`src/design/tpct_pkg.sv`:
```
`timescale 1ns / 1ps

package tpct_pkg;

    // Sizing
    localparam int NUM_TRANSITIONS = 256;
    localparam int NUM_PATHS       = 16;
    localparam int PATH_LENGTH     = 16;
    localparam int COUNT_BITS      = 32;

    localparam int TRANS_W = $clog2(NUM_TRANSITIONS);
    localparam int PATH_W  = $clog2(NUM_PATHS);
    localparam int POS_W   = $clog2(PATH_LENGTH);
    localparam int FILL_W  = $clog2(NUM_PATHS + 1);
    localparam int BPOS_W  = $clog2(PATH_LENGTH + 1);
    localparam int LIST_AW = TRANS_W + PATH_W;
    localparam int ELEM_AW = PATH_W + POS_W;

    // Word field widths
    localparam int CMD_W  = 3;
    localparam int TRN_W  = 8;
    localparam int PIDX_W = 4;
    localparam int STAT_W = 2;
    localparam int PNUM_W = 4;
    localparam int CVAL_W = 32;
    localparam int DONE_W = 5;

    localparam logic [DONE_W-1:0] DONE_MAX = '1;

    // Commands
    localparam logic [CMD_W-1:0] CMD_CLEAR   = 3'd0;
    localparam logic [CMD_W-1:0] CMD_ADD     = 3'd1;
    localparam logic [CMD_W-1:0] CMD_EVENT   = 3'd2;
    localparam logic [CMD_W-1:0] CMD_RD_CNT  = 3'd3;
    localparam logic [CMD_W-1:0] CMD_RD_TRAV = 3'd4;

    // Status codes
    localparam logic [STAT_W-1:0] ST_OK       = 2'd0;
    localparam logic [STAT_W-1:0] ST_INACTIVE = 2'd1;
    localparam logic [STAT_W-1:0] ST_FULL     = 2'd2;
    localparam logic [STAT_W-1:0] ST_TOO_LONG = 2'd3;

    typedef logic [COUNT_BITS-1:0] count_t;

    typedef struct packed {
        logic [CMD_W-1:0]  command;
        logic [TRN_W-1:0]  transition;
        logic              last_element;
        logic [PIDX_W-1:0] path_index;
    } in_word_t;

    typedef struct packed {
        logic [STAT_W-1:0] status;
        logic [PNUM_W-1:0] path_number;
        logic [CVAL_W-1:0] count_value;
        logic [DONE_W-1:0] paths_completed;
    } out_word_t;

    // Outcome of checking one path against an event
    typedef struct packed {
        logic             prog_we;
        logic             completed;
        logic [POS_W-1:0] prog_next;
    } step_res_t;

endpackage

```
`src/design/tpct_sat_inc.sv`:
```
`timescale 1ns / 1ps

module tpct_sat_inc (
    input  tpct_pkg::count_t a,
    output tpct_pkg::count_t y
);
    import tpct_pkg::*;

    // Increment, holding at all ones
    assign y = (&a) ? a : a + 1'b1;

endmodule

```
`config.mk`:
```
export PLATFORM = sky130hd
export DESIGN_NAME = tpct_sat_inc
export DESIGN_NICKNAME = d
export VERILOG_FILES = /design/src/design/tpct_pkg.sv /design/src/design/tpct_sat_inc.sv
export SDC_FILE = /design/constraint.sdc
export NUM_CORES = 1
export LEC_CHECK = 0
export BUFFER_PORTS_ARGS = -buffer_cell sky130_fd_sc_hd__clkbuf_2
export CELL_PAD_IN_SITES_DETAIL_PLACEMENT = 0
export CELL_PAD_IN_SITES_GLOBAL_PLACEMENT = 2
export CORE_ASPECT_RATIO = 1.2
export CORE_MARGIN = 2
export CORE_UTILIZATION = 19
export DETAILED_ROUTE_END_ITERATION = 12
export PLACE_DENSITY = 0.84
export REMOVE_ABC_BUFFERS = 1
export SLEW_MARGIN = 20
export SYNTH_ARGS = -nofsm -noshare
export SYNTH_HDL_FRONTEND = slang
export SYNTH_SLANG_ARGS = --single-unit
```
`constraint.sdc`:
```
create_clock -name vclk -period 2.2
set_clock_uncertainty 0.1 [all_clocks]
set_input_delay 0.44 -clock vclk [all_inputs]
set_output_delay 0.44 -clock vclk [all_outputs]
set_load 0.1 [all_outputs]
```
==> impl.org <==
** Global routing
- Global route total overflow :: 0
- Number of antenna violations at the first check in global routing :: 0
- GRT Resource Usage Total :: 0.156
- The first global-routing pass estimated 6.19 mm of wire.
- Via count of the first global-routing pass :: around 1400
- Entering global routing, the biggest net connects 9 pins.

** Layout
- Layout cell share with drive strength beyond 1 :: 0.837
- Counting the fill cells in the layout gives 262.
- The layout has 0 clock buffers.
- Ant diodes :: 0
- Cell area after layout :: ~3000 um^2
- Number of sequential cells :: 0
- From synthesis to final layout, the design area changed by 268%.
- Register cell area after layout :: 0 um^2
- After the last flow step, the layout net total stands at roughly 290.

** Routing
- Via count of the routed design :: 1434
- 1st-iter DRT viols :: 30
- In the routed design, unresolved DRC markers number 0.
- Number of detailed-routing iterations run before antenna repair :: 4
- For this block, the routed nets add up to 4.50 mm of wire.
- The detail route stage leaves a number of antenna-violating nets equal to 0.
- Dividing the detail-routed wire length by the instance count gives between 10 and 15 um.
- In the routed layout, each cell is associated on average with a via count of 4.70.

** Worst hold path
- Launch instance of the worst min-delay path :: a[7]
- Type of the most critical hold path :: input port to output pin

** Worst setup path
- Combined buffer and inverter count along the critical path :: 5
- Kind of capture point of the worst setup path :: output pin
- CP Launch Point :: a[16]
- Worst-path maximum fanout :: 6
- Worst-path cell with the longest stage delay :: sky130_fd_sc_hd__a211oi_4
- Cell breakdown of the critical path :: buf_6 -> nand4_1 -> buf_6 -> nor4_4 -> buf_4 -> a211oi_4 -> buf_6 -> and2b_1 -> xor2_2 -> buf_12
- Worst Setup Start Kind :: input port
- The critical path is of the input port to output pin type.
- At the worst endpoint, the arrival time is 1990 ps.
- On the worst path, the slowest cell contributes a delay of around 260 ps.
- On the critical path the largest part of the delay comes from buffers and inverters.
- At the worst endpoint, the required time is 1660 ps.
- Among the stages of the critical path, the cell type that occurs most often is sky130_fd_sc_hd__buf_6.

** Synthesis
- In this run, distinct cell masters in the synthesized netlist total 32.
- Area of the mapped netlist :: 805 um^2
- In the synthesized netlist, the number of instances is 119.
- Most frequent cell after synthesis :: sky130_fd_sc_hd__nand3_1
- Number of warnings reported in the yosys synthesis log :: 0
- Of the synthesized area, sequential elements account for 0.
- Proportion of netlist area held by the largest area contributor :: 0.174
- Ranked by total cell area, the synthesized netlist is headed by sky130_fd_sc_hd__xnor2_1, sky130_fd_sc_hd__nand3_1, sky130_fd_sc_hd__xor2_1, sky130_fd_sc_hd__nand2_1, sky130_fd_sc_hd__nand4_1.
- Area leader, netlist :: sky130_fd_sc_hd__xnor2_1
- Top cell types by occurrence after synthesis :: sky130_fd_sc_hd__nand3_1, sky130_fd_sc_hd__xnor2_1, sky130_fd_sc_hd__nand2_1, sky130_fd_sc_hd__xor2_1
- Synthesized area per cell :: 6.76 um^2

** Floorplanning
- From left edge to right edge, the die measures 63.4 um.
- For this configuration, the core starts out at a cell density of 0.201.
- After floorplanning, the core was divided into 25 placement rows.
- The die is 75.3 um tall.
- Core area :: 4000 um^2
- Number of ports placed on the die boundary :: 64
- Area enclosed by the die boundary :: 4770 um^2

** Place
- At the end of routability-driven placement, the weighted congestion stood at 0.773.
- Dpl cell area :: between 2000 and 2500 um^2
- Post-DP HPWL :: 2.82 mm
- Port buffering added 64 buffers.

** Timing
- Max Clock Freq :: 395 MHz
- Worst setup margin :: -330 ps
- The number of endpoints with negative hold slack in the final report came to 0.
- The worst path in the final design needs a cycle of around 2500 ps, including I/O delays and setup.
- Sum Neg Setup Slack :: -7400 ps
- Of the available clock period, the critical path in the final layout requires 1.15.
- Slew of the pin with the lowest slew margin :: between 200 and 300 ps
- Setup repair after global routing missed its margin :: yes
- Final Setup Violations :: 32
- The worst pin sits at a relative slew slack of 0.807.
- The number of pins with negative max-slew slack in the final report was 0.

** Power
- Across the VDD grid, the largest voltage drop is approximately 0.26 mV.
- Overall Power :: 683 uW
- For this design the ratio of total power to cell area is between 200 and 250 nW/um^2.
- The analysis attributes to cell leakage a power of 0.00128 uW.

** Clocking
- Hold Buf Count CTS :: 0

** Flow run
- Max-cap violations in this run came to 0.

** Run status
- Failing checks :: negative setup slack
- The flow ran to the end, but the final reports show violations.
[cells by family after synthesis]
| logic type | synth area share |
|---|---|
| adder cells (fa/ha/maj) | 0.0155 |
| buffers and inverters | 0.0202 |
| AND/OR/NAND/NOR | 0.574 |
| multiplexers | 0.0124 |
| AO/OA/AOI/OAI | 0.0949 |
| XOR/XNOR | 0.283 |
[cell usage in the layout, fill, tap and decap left out, types with 3 or more instances in the layout]
master,instances
sky130_fd_sc_hd__buf_4,60
sky130_fd_sc_hd__buf_12,27
sky130_fd_sc_hd__clkbuf_2,17
sky130_fd_sc_hd__buf_6,16
sky130_fd_sc_hd__nand4_1,9
sky130_fd_sc_hd__nand3_4,8
sky130_fd_sc_hd__xnor2_4,8
sky130_fd_sc_hd__nand2_1,7
sky130_fd_sc_hd__xnor2_2,7
sky130_fd_sc_hd__buf_8,7
sky130_fd_sc_hd__nand2_2,5
sky130_fd_sc_hd__nor2_1,5
sky130_fd_sc_hd__nand3_1,5
sky130_fd_sc_hd__xor2_1,5
sky130_fd_sc_hd__nand3_2,5
sky130_fd_sc_hd__a21oi_2,4
sky130_fd_sc_hd__xor2_2,4
sky130_fd_sc_hd__nand4_4,3
sky130_fd_sc_hd__and3_1,3
sky130_fd_sc_hd__nor3_4,3
sky130_fd_sc_hd__nor2_2,3
sky130_fd_sc_hd__nor3_2,3
sky130_fd_sc_hd__nand2_4,3
sky130_fd_sc_hd__clkbuf_16,3
[layer usage]
metal  up-vias  GRT usage  routed length [um]
li1        704          -                   -
met2        35      0.326                2720
met3         2     0.0120                 148
met5         -          0                   0
met1       693      0.185                1610
met4         0          0                  17
[through the flow]
step / setup slack (ps) / hold slack [ps] / std cells / utilization
6_report: -330 / 1190 / 305 / 0.739
5_1_grt: -416 / 1210 / 305 / 0.739
4_1_cts: -309 / 1160 / 293 / 0.623
3_5_place_dp: -444 / 1160 / 284 / 0.507
3_3_place_gp: -422 / 1150 / 284 / 0.507
2_1_floorplan: -1370 / 1230 / 117 / -
[worst paths after layout]
| path | endpoint | depth (start not counted) | slack (ps) |
|---|---|---|---|
| worst max-delay path | y[14] | 10 | -330 |
| worst min-delay path | y[7] | 3 | 1190 |
[final cells by class]
type	count	area [um^2]	area share
multi-input cells	116	1380	0.465
well taps	54	67.6	0.0228
repair buffers	134	1510	0.511
inverters	1	3.75	0.00127
[repair_timing]
action,in CTS,in global routing
gates cloned,0,0
endpoints found under the setup margin,32,32
gates resized for setup,68,76
buffers inserted,11,12
pin swaps,36,38
[power breakdown]
part           switching [uW]  internal [uW]  leakage (uW)
Combinational             399            284       0.00128
Clock                       0              0             0
Sequential                  0              0             0
Total                     399            284       0.00128
No activity file was read; power rests on OpenSTA's default activity.
