[src/design/tpct_pkg.sv]
`timescale 1ns / 1ps

package tpct_pkg;

    // Sizing
    localparam int NUM_TRANSITIONS = 256;
    localparam int NUM_PATHS       = 16;
    localparam int PATH_LENGTH     = 16;
    localparam int COUNT_BITS      = 32;

    localparam int TRANS_W = $clog2(NUM_TRANSITIONS);
    localparam int PATH_W  = $clog2(NUM_PATHS);
    localparam int POS_W   = $clog2(PATH_LENGTH);
    localparam int FILL_W  = $clog2(NUM_PATHS + 1);
    localparam int BPOS_W  = $clog2(PATH_LENGTH + 1);
    localparam int LIST_AW = TRANS_W + PATH_W;
    localparam int ELEM_AW = PATH_W + POS_W;

    // Word field widths
    localparam int CMD_W  = 3;
    localparam int TRN_W  = 8;
    localparam int PIDX_W = 4;
    localparam int STAT_W = 2;
    localparam int PNUM_W = 4;
    localparam int CVAL_W = 32;
    localparam int DONE_W = 5;

    localparam logic [DONE_W-1:0] DONE_MAX = '1;

    // Commands
    localparam logic [CMD_W-1:0] CMD_CLEAR   = 3'd0;
    localparam logic [CMD_W-1:0] CMD_ADD     = 3'd1;
    localparam logic [CMD_W-1:0] CMD_EVENT   = 3'd2;
    localparam logic [CMD_W-1:0] CMD_RD_CNT  = 3'd3;
    localparam logic [CMD_W-1:0] CMD_RD_TRAV = 3'd4;

    // Status codes
    localparam logic [STAT_W-1:0] ST_OK       = 2'd0;
    localparam logic [STAT_W-1:0] ST_INACTIVE = 2'd1;
    localparam logic [STAT_W-1:0] ST_FULL     = 2'd2;
    localparam logic [STAT_W-1:0] ST_TOO_LONG = 2'd3;

    typedef logic [COUNT_BITS-1:0] count_t;

    typedef struct packed {
        logic [CMD_W-1:0]  command;
        logic [TRN_W-1:0]  transition;
        logic              last_element;
        logic [PIDX_W-1:0] path_index;
    } in_word_t;

    typedef struct packed {
        logic [STAT_W-1:0] status;
        logic [PNUM_W-1:0] path_number;
        logic [CVAL_W-1:0] count_value;
        logic [DONE_W-1:0] paths_completed;
    } out_word_t;

    // Outcome of checking one path against an event
    typedef struct packed {
        logic             prog_we;
        logic             completed;
        logic [POS_W-1:0] prog_next;
    } step_res_t;

endpackage

[src/design/tpct_step_unit.sv]
`timescale 1ns / 1ps

module tpct_step_unit (
    input  logic [tpct_pkg::TRN_W-1:0] transition,
    input  logic [tpct_pkg::TRN_W-1:0] elem_at_pos,
    input  logic [tpct_pkg::TRN_W-1:0] elem_first,
    input  logic [tpct_pkg::POS_W-1:0] pos,
    input  logic [tpct_pkg::POS_W-1:0] final_pos,
    output tpct_pkg::step_res_t        res
);
    import tpct_pkg::*;

    // Advance on expected element (at the final one: complete, back to 0), restart on first element, else hold
    always_comb begin
        res = '0;
        if (elem_at_pos == transition) begin
            res.prog_we = 1'b1;
            if (pos == final_pos) begin
                res.completed = 1'b1;
                res.prog_next = '0;
            end else begin
                res.prog_next = pos + 1'b1;
            end
        end else if (elem_first == transition) begin
            res.prog_we   = 1'b1;
            res.prog_next = POS_W'(1);
        end
    end

endmodule

[config.mk]
export PLATFORM = sky130hd
export DESIGN_NAME = tpct_step_unit
export DESIGN_NICKNAME = d
export VERILOG_FILES = /design/src/design/tpct_pkg.sv /design/src/design/tpct_step_unit.sv
export SDC_FILE = /design/constraint.sdc
export NUM_CORES = 1
export LEC_CHECK = 0
export ABC_AREA = 0
export BUFFER_PORTS_ARGS = -buffer_cell sky130_fd_sc_hd__buf_2
export CAP_MARGIN = 40
export CORE_AREA = 2 2 39 41
export DETAILED_ROUTE_END_ITERATION = 10
export DIE_AREA = 0 0 41 43
export SETUP_SLACK_MARGIN = 0.2
export SYNTH_ARGS = -nofsm -noshare
export SYNTH_HDL_FRONTEND = slang
export SYNTH_SLANG_ARGS = --single-unit
[constraint.sdc]
create_clock -name vclk -period 1.3
set_clock_uncertainty 0.2 [all_clocks]
set_input_delay 0.26 -clock vclk [all_inputs]
set_output_delay 0.26 -clock vclk [all_outputs]
set_load 0.005 [all_outputs]
==> flow_results.org, run 1 <==
** Outcome
- The flow ran to the end, but the final reports show violations.
- The final reports fail on setup timing.

** Setup path
- The worst setup path is captured at an output pin.
- WS Path Type :: input port to output pin
- Nature of the critical path startpoint :: input port
- In this run the worst path has a maximum fanout of 3.
- CP arrival :: 1.27 ns
- Endpoint required time on the critical path :: 0.84 ns

** Timing
- Number of endpoints with negative hold slack in the final report :: 0
- For this run, the top clock speed supported by timing is a little under 0.6 GHz.
- Final sum of negative setup slack :: -2.41 ns
- Setup repair after global routing missed its margin :: yes
- Measured slew at the worst slew-check pin :: 0.274 ns
- Setup violations remaining at the end of the flow were counted as 6.
- Minimum period implied by the final worst setup slack :: between 1.5 and 2 ns
- Across all setup checks in the final design, the least slack found is -0.434 ns.
- Final hold analysis gives a worst-case slack of 0.717 ns.
- Pins over their slew limit :: 0
- Tcrit/Tclk final :: 1.33
- Headroom to the max-slew limit came out at 0.816.

** Placement
- HPWL Detailed :: between 700 and 800 um
- Routability-driven placement finished with a final weighted congestion of around 0.67.
- Including well taps, the total number of placed cells is roughly 100.
- The count of buffers added on input and output ports is 38.

** CTS
- After clock tree synthesis, the flow added hold-fix buffers numbering 0.
- Number of buffers inserted to repair setup after CTS :: 0

** GRT
- GRT Resource Usage Total :: 0.105
- Pin count of the biggest net entering global routing :: 5
- Vias in the first global route :: 394
- For this run the aggregate overflow at the end of global routing stands at 0.
- Global-route wire length before repair :: between 1000 and 1500 um
- Antenna violations before repair :: 0

** Power
- The worst-case IR drop observed on VDD is 94.9 uV.
- Standby leakage power :: about 0.33 nW
- Summing internal, switching and leakage power gives 0.153 mW.
- PD cells :: 264 nW/um^2

** Yosys
- Of the synthesized area, sequential elements account for 0.
- After synthesis the cells add up to between 200 and 300 sq um.
- Yosys warnings :: 0
- Most used standard cells in the synthesized netlist :: xor2_1 (17), xnor2_1 (5), nor2_1 (4), nor4_1 (4), nand2_1 (3)
- Averaged over all synthesized cells, the footprint is between 7 and 8 sq um.
- The share of synthesized area in the top cell type comes to 0.509.
- By instance count, the leading cell after synthesis is xor2_1.
- The netlist uses 11 different library cells.
- Ranking of synthesized cells by area :: xor2_1 (51%), xnor2_1 (15%), nor4_1 (8.5%)
- The number of nets handed over by synthesis was 73.
- Number of instances in the synthesized netlist :: 40
- Area leader, netlist :: xor2_1

** Floorplanning
- Number of primary I/O pins :: 38
- Placement Rows :: 14
- The die covers 1760 sq um.
- The initial utilization of the core area, before any placement, comes to 0.212.
- In this run the vertical extent of the chip is between 40 and 50 um.
- The floorplan step set the die width to 41 um.
- Core area :: 1380 sq um

** Layout
- Reg area :: 0 sq um
- In the final layout, the share of cells above drive strength 1 is 0.549.
- At the end of the flow the core is filled with cells to 0.419.
- Syn-to-layout area delta :: 97.9%
- Total of fill cells in the finished design :: 155
- Number of cells in the finished layout apart from fillers :: 98
- Number of nets at the end of the flow :: 117
- Number of sequential cells :: 0
- The number of antenna diodes in the final layout is 0.
- Combined area of the multi-input logic cells :: 304 sq um
- After layout, the clock buffer instance count stands at 0.

** Flow run
- Count of maximum capacitance violations :: 0

** Detailed routing
- Summed over all layers, the routed wires come to 885 um.
- Drt first-iter violations :: 3
- Dividing the detail-routed wire length by the instance count gives 9.03 um.
- Routed vias/inst :: 4.31
- Residual DRC count :: 0
- The final route contains 422 vias.
- In this run the remaining antenna-violating nets after routing total 0.
- Number of iterations in the first detailed-routing pass :: 3

** Min path
- Worst min path class :: input port to output pin
- Number of cells traversed by the worst hold path :: 4
area by class of cell:
type,instances,share of cell area
Multi-Input combinational cell,39,0.525
Tap cell,16,0.0346
Inverter,1,0.00648
Timing Repair Buffer,42,0.434
final timing paths:
check / end / startpoint / slack (ns)
setup / recovery: res[0] / elem_at_pos[0] / -0.43
hold / removal: res[0] / pos[0] / 0.72
per-stage QoR:
step | worst slack [ns] | cell area [sq um]
5_1_grt | -0.512 | 579
3_5_place_dp | -0.501 | 533
6_report | -0.434 | 579
2_1_floorplan | -0.211 | 293
3_3_place_gp | -0.481 | 533
4_1_cts | -0.449 | 573
per-layer routing:
layer	vias up	GRT usage	part of all wire
met5	-	0	0
met4	0	0	0
met2	17	0.209	0.57
li1	217	-	-
met1	188	0.120	0.36
met3	0	0	0.070
where the power goes:
part | internal (mW) | switching [mW]
sequential | 0 | 0
combinational | 0.0898 | 0.0629
clock | 0 | 0
worst max-delay path, cell delays in order:
cell and delay [ns]:
buf_6 0.09, xor2_1 0.15, nor4_1 0.28, buf_4 0.18, nand2_4 0.06, mux2i_1 0.13
buf_2 0.13
timing repair:
action	CTS	global route
resized for setup	8	1
pin swaps	4	4
endpoints found under the setup margin	6	6
placed cells by master, fill, tap and decap left out:
| cell | netlist | layout |
|---|---|---|
| buf_2 | 0 | 33 |
| buf_4 | 0 | 4 |
| buf_6 | 0 | 5 |
| ha_1 | 1 | 1 |
| inv_1 | 1 | 1 |
| mux2i_1 | 1 | 1 |
| nand2_1 | 3 | 2 |
| nand2_4 | 0 | 1 |
| nand2b_1 | 1 | 1 |
| nand3_1 | 2 | 1 |
| nand3_2 | 0 | 1 |
| nand4_1 | 1 | 1 |
| nor2_1 | 4 | 3 |
| nor2_2 | 0 | 1 |
| nor4_1 | 4 | 4 |
| xnor2_1 | 5 | 5 |
| xor2_1 | 17 | 17 |
cells by family after synthesis:
kind of cell / Yosys count / synth area share
buffers and inverters: 1 / 0.0128
XOR/XNOR: 22 / 0.658
adder cells (fa/ha/maj): 1 / 0.0427
multiplexers: 1 / 0.0342
AND/OR/NAND/NOR: 15 / 0.252
Note: power is estimated with default switching activity, not from simulation.
==> run 2, diff against run 1 <==
Settings changed: PLACE_DENSITY set to 0.65.
==> flow_results.org, run 2 (same netlist as run 1, synthesis figures left out) <==
** Layout
- The library cell used most frequently in the layout, excluding fill and tap cells, is buf_2.
- The number of standard cells in the final layout excluding fillers is 100 (+2.0%).
- Post-route cell area :: 598 sq um (+3.2%)
- Core occupancy in the finished layout :: 0.432 (+0.0136)
- # diodes :: 0 (unchanged)
- Number of nets at the end of the flow :: 119 (+1.7%)
- The number of filler cells placed in the layout was 161 (+3.9%).
- In the layout the commonest cells are buf_2 (34), xor2_1 (17), buf_4 (6).
- Relative to the synthesized area, the layout overhead comes to 104%.
- The register cell area after layout was 0 sq um (unchanged).
- The count of clock-net buffers in the final layout came to 0 (unchanged).
- The layout cell share with drive strength beyond 1 was 0.571 (+0.0226).
- Number of sequential cells :: 0 (unchanged)

** Setup path
- The path length in cells of the critical path was 7 (unchanged).
- Critical path's largest stage delay :: 0.28 ns (about the same)
- The signal on the critical path passes through buf_6, xor2_1, nor4_1, buf_4, nand2_4, mux2i_1, buf_2.
- Max Fanout on Critical Path :: 3 (unchanged)
- Nature of the critical path startpoint :: input port
- The most critical setup path has its startpoint at transition[0].
- Endpoint required time on the critical path :: 0.84 ns (about the same)
- Broken down by cell family, the worst path's largest delay share belongs to buffers and inverters.
- The arrival time at the worst endpoint is 1.28 ns (about the same).
- The worst setup path is captured at an output pin.
- WS Path Type :: input port to output pin
- Critical path buffer and inverter count :: 3 (unchanged)
- The slowest stage of the critical path is the nor4_1 cell.

** Min path
- The cell count of the worst hold path is 4 (unchanged).
- Hold Crit Start :: pos[0]
- Worst min path class :: input port to output pin
- The path with the worst hold slack has its endpoint at res[0].

** GRT
- The total congestion overflow is 0 (unchanged).
- Global-route wire length before repair :: 1350 um (-2.5%)
- Pin count of the biggest net entering global routing :: 5 (unchanged)
- GRT Resource Usage Total :: 0.101 (-0.00400)
- The initial antenna violation count came to 0 (unchanged).
- The via count of the first global-routing pass came to 383 (-2.8%).

** Power
- Total power of the final layout :: 0.161 mW (+5.4%)
- The power per cell area is 269 nW/um^2 (+2.0%).
- Standby leakage power :: 0.342 nW (+2.6%)
- Worst vdd ir :: 107 uV (+13%)

** Floorplanning
- The count of boundary I/O pins came to 38 (unchanged).
- The x dimension of the die came to 41 um (unchanged).
- The floorplan die height was 43 um (unchanged).
- The placeable core region came to 1380 sq um (unchanged).
- Placement Rows :: 14 (unchanged)
- Starting utilization of the core area :: 0.212 (unchanged)
- Area of the die :: 1760 sq um (unchanged)

** Placement
- The number of placed instances, taps included is 98 (unchanged).
- The quantity of I/O buffers inserted on ports came to 38 (unchanged).
- The pre-CTS setup slack came to -0.515 ns (-0.0134 ns).
- The post-placement cell area is 533 sq um (unchanged).
- Gpl congestion :: 0.718 (+7.5%)
- HPWL Detailed :: 745 um (-3.0%)

** Timing
- Minimum period implied by the final worst setup slack :: 1.74 ns (+0.00467 ns)
- The max-slew violation total from the final report came to 0 (unchanged).
- The setup-violating endpoint count in the final report came to 6 (unchanged).
- Number of endpoints with negative hold slack in the final report :: 0 (unchanged)
- The pin slew with the least headroom to its limit came to 0.243 ns (-0.0309 ns).
- The smallest setup slack after layout is -0.439 ns (-0.00467 ns).
- Tcrit/Tclk final :: 1.34 (+0.00360)
- The worst relative slew slack is 0.837 (+0.0208).
- Setup repair after global routing missed its margin :: yes
- Achievable Freq :: 0.575 GHz (-0.27%)

** Detailed routing
- Number of iterations in the first detailed-routing pass :: 2 (-1)
- The detail-routed net length per standard cell was 8.92 um (-1.2%).
- The detail-routed via count per cell is 4.26 (-1.1%).
- The number of DRC markers after the initial detailed-route iteration was 1 (-2).
- The number of design rule violations left after detail routing came to 0 (unchanged).
- The routed via count came to 426 (+0.95%).
- The total wire length after detailed routing was 892 um (+0.79%).
- The post-route antenna net violation count was 0 (unchanged).

** Flow run
- Count of maximum capacitance violations :: 0 (unchanged)

** Outcome
- Failing checks :: setup timing
- Run status :: complete, but fails checks
[run 2: cell count changes in the layout (fill, tap and decap cells not counted)]
cell    change
nor4_1      -2
buf_4       +2
nor4_2      +2
nor2_2      -1
buf_6       -1
nor2_1      +1
buf_2       +1
[run 2: power by group]
group	switching, mW	internal, mW	total (mW)
clock network	0	0	0
logic	0.0677	0.0931	0.161
registers	0	0	0
[run 2: per-stage QoR]
step,TNS [ns],hold slack (ns)
after floorplan,-0.966,0.458
after global placement,-2.69,0.723
after detailed placement,-2.77,0.730
after CTS,-2.52,0.732
after global routing,-2.96,0.765
final,-2.39,0.724
[run 2: metal layers]
metal  vias up  share of wire  GRT usage  routed length, um
li1        221              -          -                  -
met1       183           0.36      0.114                325
met2        22           0.53      0.191                472
met3         0           0.11     0.0105                 94
met4         0              0     0.0133                  0
met5         -              0          0                  0
[run 2: final cells by class]
cell class	instances	area [sq um]	area share
Timing Repair Buffer	44	260	0.435
Inverter	1	3.75	0.00628
Multi-Input combinational cell	39	314	0.525
Tap cell	16	20.0	0.0335
[run 2: worst min-delay path, stage by stage]
cell,delay (ns)
buf_2,0.12
nand2b_1,0.10
mux2i_1,0.06
buf_2,0.12
[run 2: how the worst max path moves through the flow]
stage | to | slack (ns)
floorplan | res[0] | -0.21
finish | res[0] | -0.44
global route | res[0] | -0.55
detailed placement | res[0] | -0.51
CTS | res[0] | -0.46
global placement | res[0] | -0.51
[run 2: repair_timing]
item	CTS	global route
pin swaps	6	0
buffers inserted	2	0
resized for setup	7	2
hold buffers	0	0
endpoints found under the setup margin	6	6
cloned	0	0
==> run 3, diff against run 2 <==
Settings changed: CELL_PAD_IN_SITES_DETAIL_PLACEMENT set to 0, CELL_PAD_IN_SITES_GLOBAL_PLACEMENT set to 2, CORE_AREA 2 2 39 41 to not set, CORE_MARGIN set to 3, CORE_UTILIZATION set to 13, DIE_AREA 0 0 41 43 to not set, PLACE_DENSITY 0.65 to 0.84.
==> flow_results.org, run 3 (same netlist as run 1, synthesis figures left out) <==
** Outcome
- The flow ran to the end, but the final reports show violations.
- The checks that failed: setup timing.

** Layout
- The register cell area after layout was 0 sq um (unchanged).
- The library cell used most frequently in the layout, excluding fill and tap cells, is buf_2.
- The multi-input gate area in the final layout is 317 sq um (+0.80%).
- Core occupancy in the finished layout :: 0.309 (-0.123)
- # diodes :: 0 (unchanged)
- The area growth from synthesis to layout is 116%.
- Number of sequential cells :: 0 (unchanged)
- The count of clock-net buffers in the final layout was 0 (unchanged).
- The number of nets at the end of the flow came to 118 (-0.84%).
- The library cells used most frequently in the layout, excluding fill and tap cells, are buf_2 (30), xor2_1 (17), buf_6 (8).
- Total of fill cells in the finished design :: 242 (+50%)
- Fraction of layout cells with a size suffix above 1 :: 0.578 (+0.00688)

** Detailed routing
- Routed vias/inst :: 3.79 (-11%)
- Number of iterations in the first detailed-routing pass :: 2 (unchanged)
- The number of DRC markers after the initial detailed-route iteration came to 2 (+1).
- Antenna-violating nets left :: 0 (unchanged)
- Total Routed Length :: 981 um (+10%)
- The detail-routed net length per standard cell came to 8.92 um (about the same).
- The routed via count was 417 (-2.1%).
- The number of design rule violations left after detail routing was 0 (unchanged).

** Power
- Standby leakage power :: 0.344 nW (+0.58%)
- Sequential share of power :: 0 (unchanged)
- The total net switching power came to 0.0665 mW (-1.8%).
- The part of the power in the clock network was 0 (unchanged).
- The highest ir drop seen on vdd came to 102 uV (-4.3%).
- Internal Dissipation :: 0.0975 mW (+4.7%)
- PD cells :: 260 nW/um^2 (-3.5%)
- Total power of the final layout :: 0.164 mW (+2.0%)
- Combinational share of power :: 1.000 (about the same)
- Switching portion of total power :: 0.405 (-0.0157)

** Timing
- Minimum period implied by the final worst setup slack :: 1.72 ns (-0.0164 ns)
- The worst relative slew slack came to 0.775 (-0.0620).
- The smallest setup slack after layout is -0.422 ns (+0.0164 ns).
- The final period utilization is 1.32 (-0.0126).
- Setup repair after global routing could not meet its margin everywhere.
- The setup-violating endpoint count in the final report came to 6 (unchanged).
- Achievable Freq :: 0.581 GHz (+0.95%)
- Pins over their slew limit :: 0 (unchanged)
- WHS :: 0.737 ns (+0.0134 ns)
- Final sum of negative setup slack :: -2.32 ns (+0.0658 ns)
- Number of endpoints with negative hold slack in the final report :: 0 (unchanged)
- Measured slew at the worst slew-check pin :: 0.335 ns (+0.0921 ns)

** GRT
- Global-route wire length before repair :: 1610 um (+20%)
- GRT Resource Usage Total :: 0.0706 (-0.0303)
- The maximum number of pins on one net before global-route repair is 5 (unchanged).
- The via count of the first global-routing pass was 436 (+14%).
- Antenna violations before repair :: 0 (unchanged)
- Total gr overflow :: 0 (unchanged)

** Setup path
- Critical-path cell with the highest stage delay :: nor4_1
- Max Fanout on Critical Path :: 3 (unchanged)
- Kind of capture point of the worst setup path :: output pin
- The largest incremental delay on the critical path was 0.27 ns (about the same).
- CP arrival :: 1.26 ns (-0.02 ns)
- WS Path Type :: input port to output pin
- Sequence of cells on the critical path :: buf_6, xor2_1, nor4_1, buf_4, nand2_4, mux2i_1, buf_2
- Nature of the critical path startpoint :: input port
- Endpoint required time on the critical path :: 0.84 ns (about the same)

** Min path
- The startpoint identified for the worst hold timing path is pos[0].
- The cell count of the worst hold path came to 4 (unchanged).
- The min-delay analysis places its worst path in the category input port to output pin.
- The path with the worst hold slack has its endpoint at res[0].

** Floorplanning
- X dimension of the die :: 53.5 um (+30%)
- Number of primary I/O pins :: 38 (unchanged)
- The floorplan die height was 53.5 um (+24%).
- The area of the die came to 2860 sq um (+62%).
- Placement Rows :: 16 (+2)
- The placeable core region was 2040 sq um (+48%).
- The effective utilization at floorplan is 0.143 (-0.0682).

** Placement
- HPWL Detailed :: 864 um (+16%)
- Input/output buffers :: 38 (unchanged)
- The placer congestion estimate is 0.591 (-18%).

** Flow run
- The number of violations of the max-capacitance limit was 0 (unchanged).

** CTS
- Number of hold-repair buffers added at the cts stage :: 0 (unchanged)
==> run 3: changes by cell type in the layout (fill, tap and decap cells not counted) <==
cell     previous run  this run
buf_2              34        30
buf_4               6         5
buf_6               4         8
nand3_2             1         0
nand3_4             0         1
nor2_1              4         1
nor2_2              0         3
nor4_1              2         4
nor4_2              2         0
==> run 3: cell type report <==
type                       count  area share
inverter                       1     0.00594
multi-input combinational     39       0.501
tap                           27      0.0535
timing repair buffer          43       0.440
==> run 3: per-layer routing <==
metal,GRT usage,up-vias,share of wire
li1,-,219,-
met4,0,0,0
met1,0.0924,175,0.39
met5,0,-,0
met2,0.135,23,0.49
met3,0,0,0.12
==> run 3: worst max path at each step <==
stage | from | end | slack (ns) | cells past startpoint
3_5_place_dp | transition[6] | res[3] | -0.49 | 7
5_1_grt | transition[6] | res[0] | -0.56 | 7
2_1_floorplan | elem_at_pos[6] | res[0] | -0.21 | 4
6_report | transition[6] | res[0] | -0.42 | 7
3_3_place_gp | elem_at_pos[7] | res[3] | -0.51 | 7
4_1_cts | transition[0] | res[2] | -0.42 | 7
==> run 3: power groups by stage <==
stage	combinational, mW	sequential (mW)	clock [mW]
floorplan	0.0591	0	0
global placement	0.140	0	0
detailed placement	0.141	0	0
CTS	0.163	0	0
global route	0.182	0	0
finish	0.164	0	0
==> run 3: worst max-delay path: cells and delay by family <==
family	cells	cell delay, ns
xor gates and xnor gates	1	0.15
muxes	1	0.13
and+or+nand+nor	2	0.32
buffers and inverters	3	0.41
==> run 3: metrics by stage <==
stage	worst slack (ns)	area (sq um)	instances
CTS	-0.425	618	110
detailed placement	-0.488	547	109
global placement	-0.512	547	109
finish	-0.422	632	110
floorplan	-0.211	293	40
global route	-0.564	632	110
==> run 3: what timing repair did <==
action / CTS / global route
gates resized for setup: 11 / 4
setup endpoints to repair: 6 / 6
pin swaps: 8 / 5
setup buffers: 1 / 0
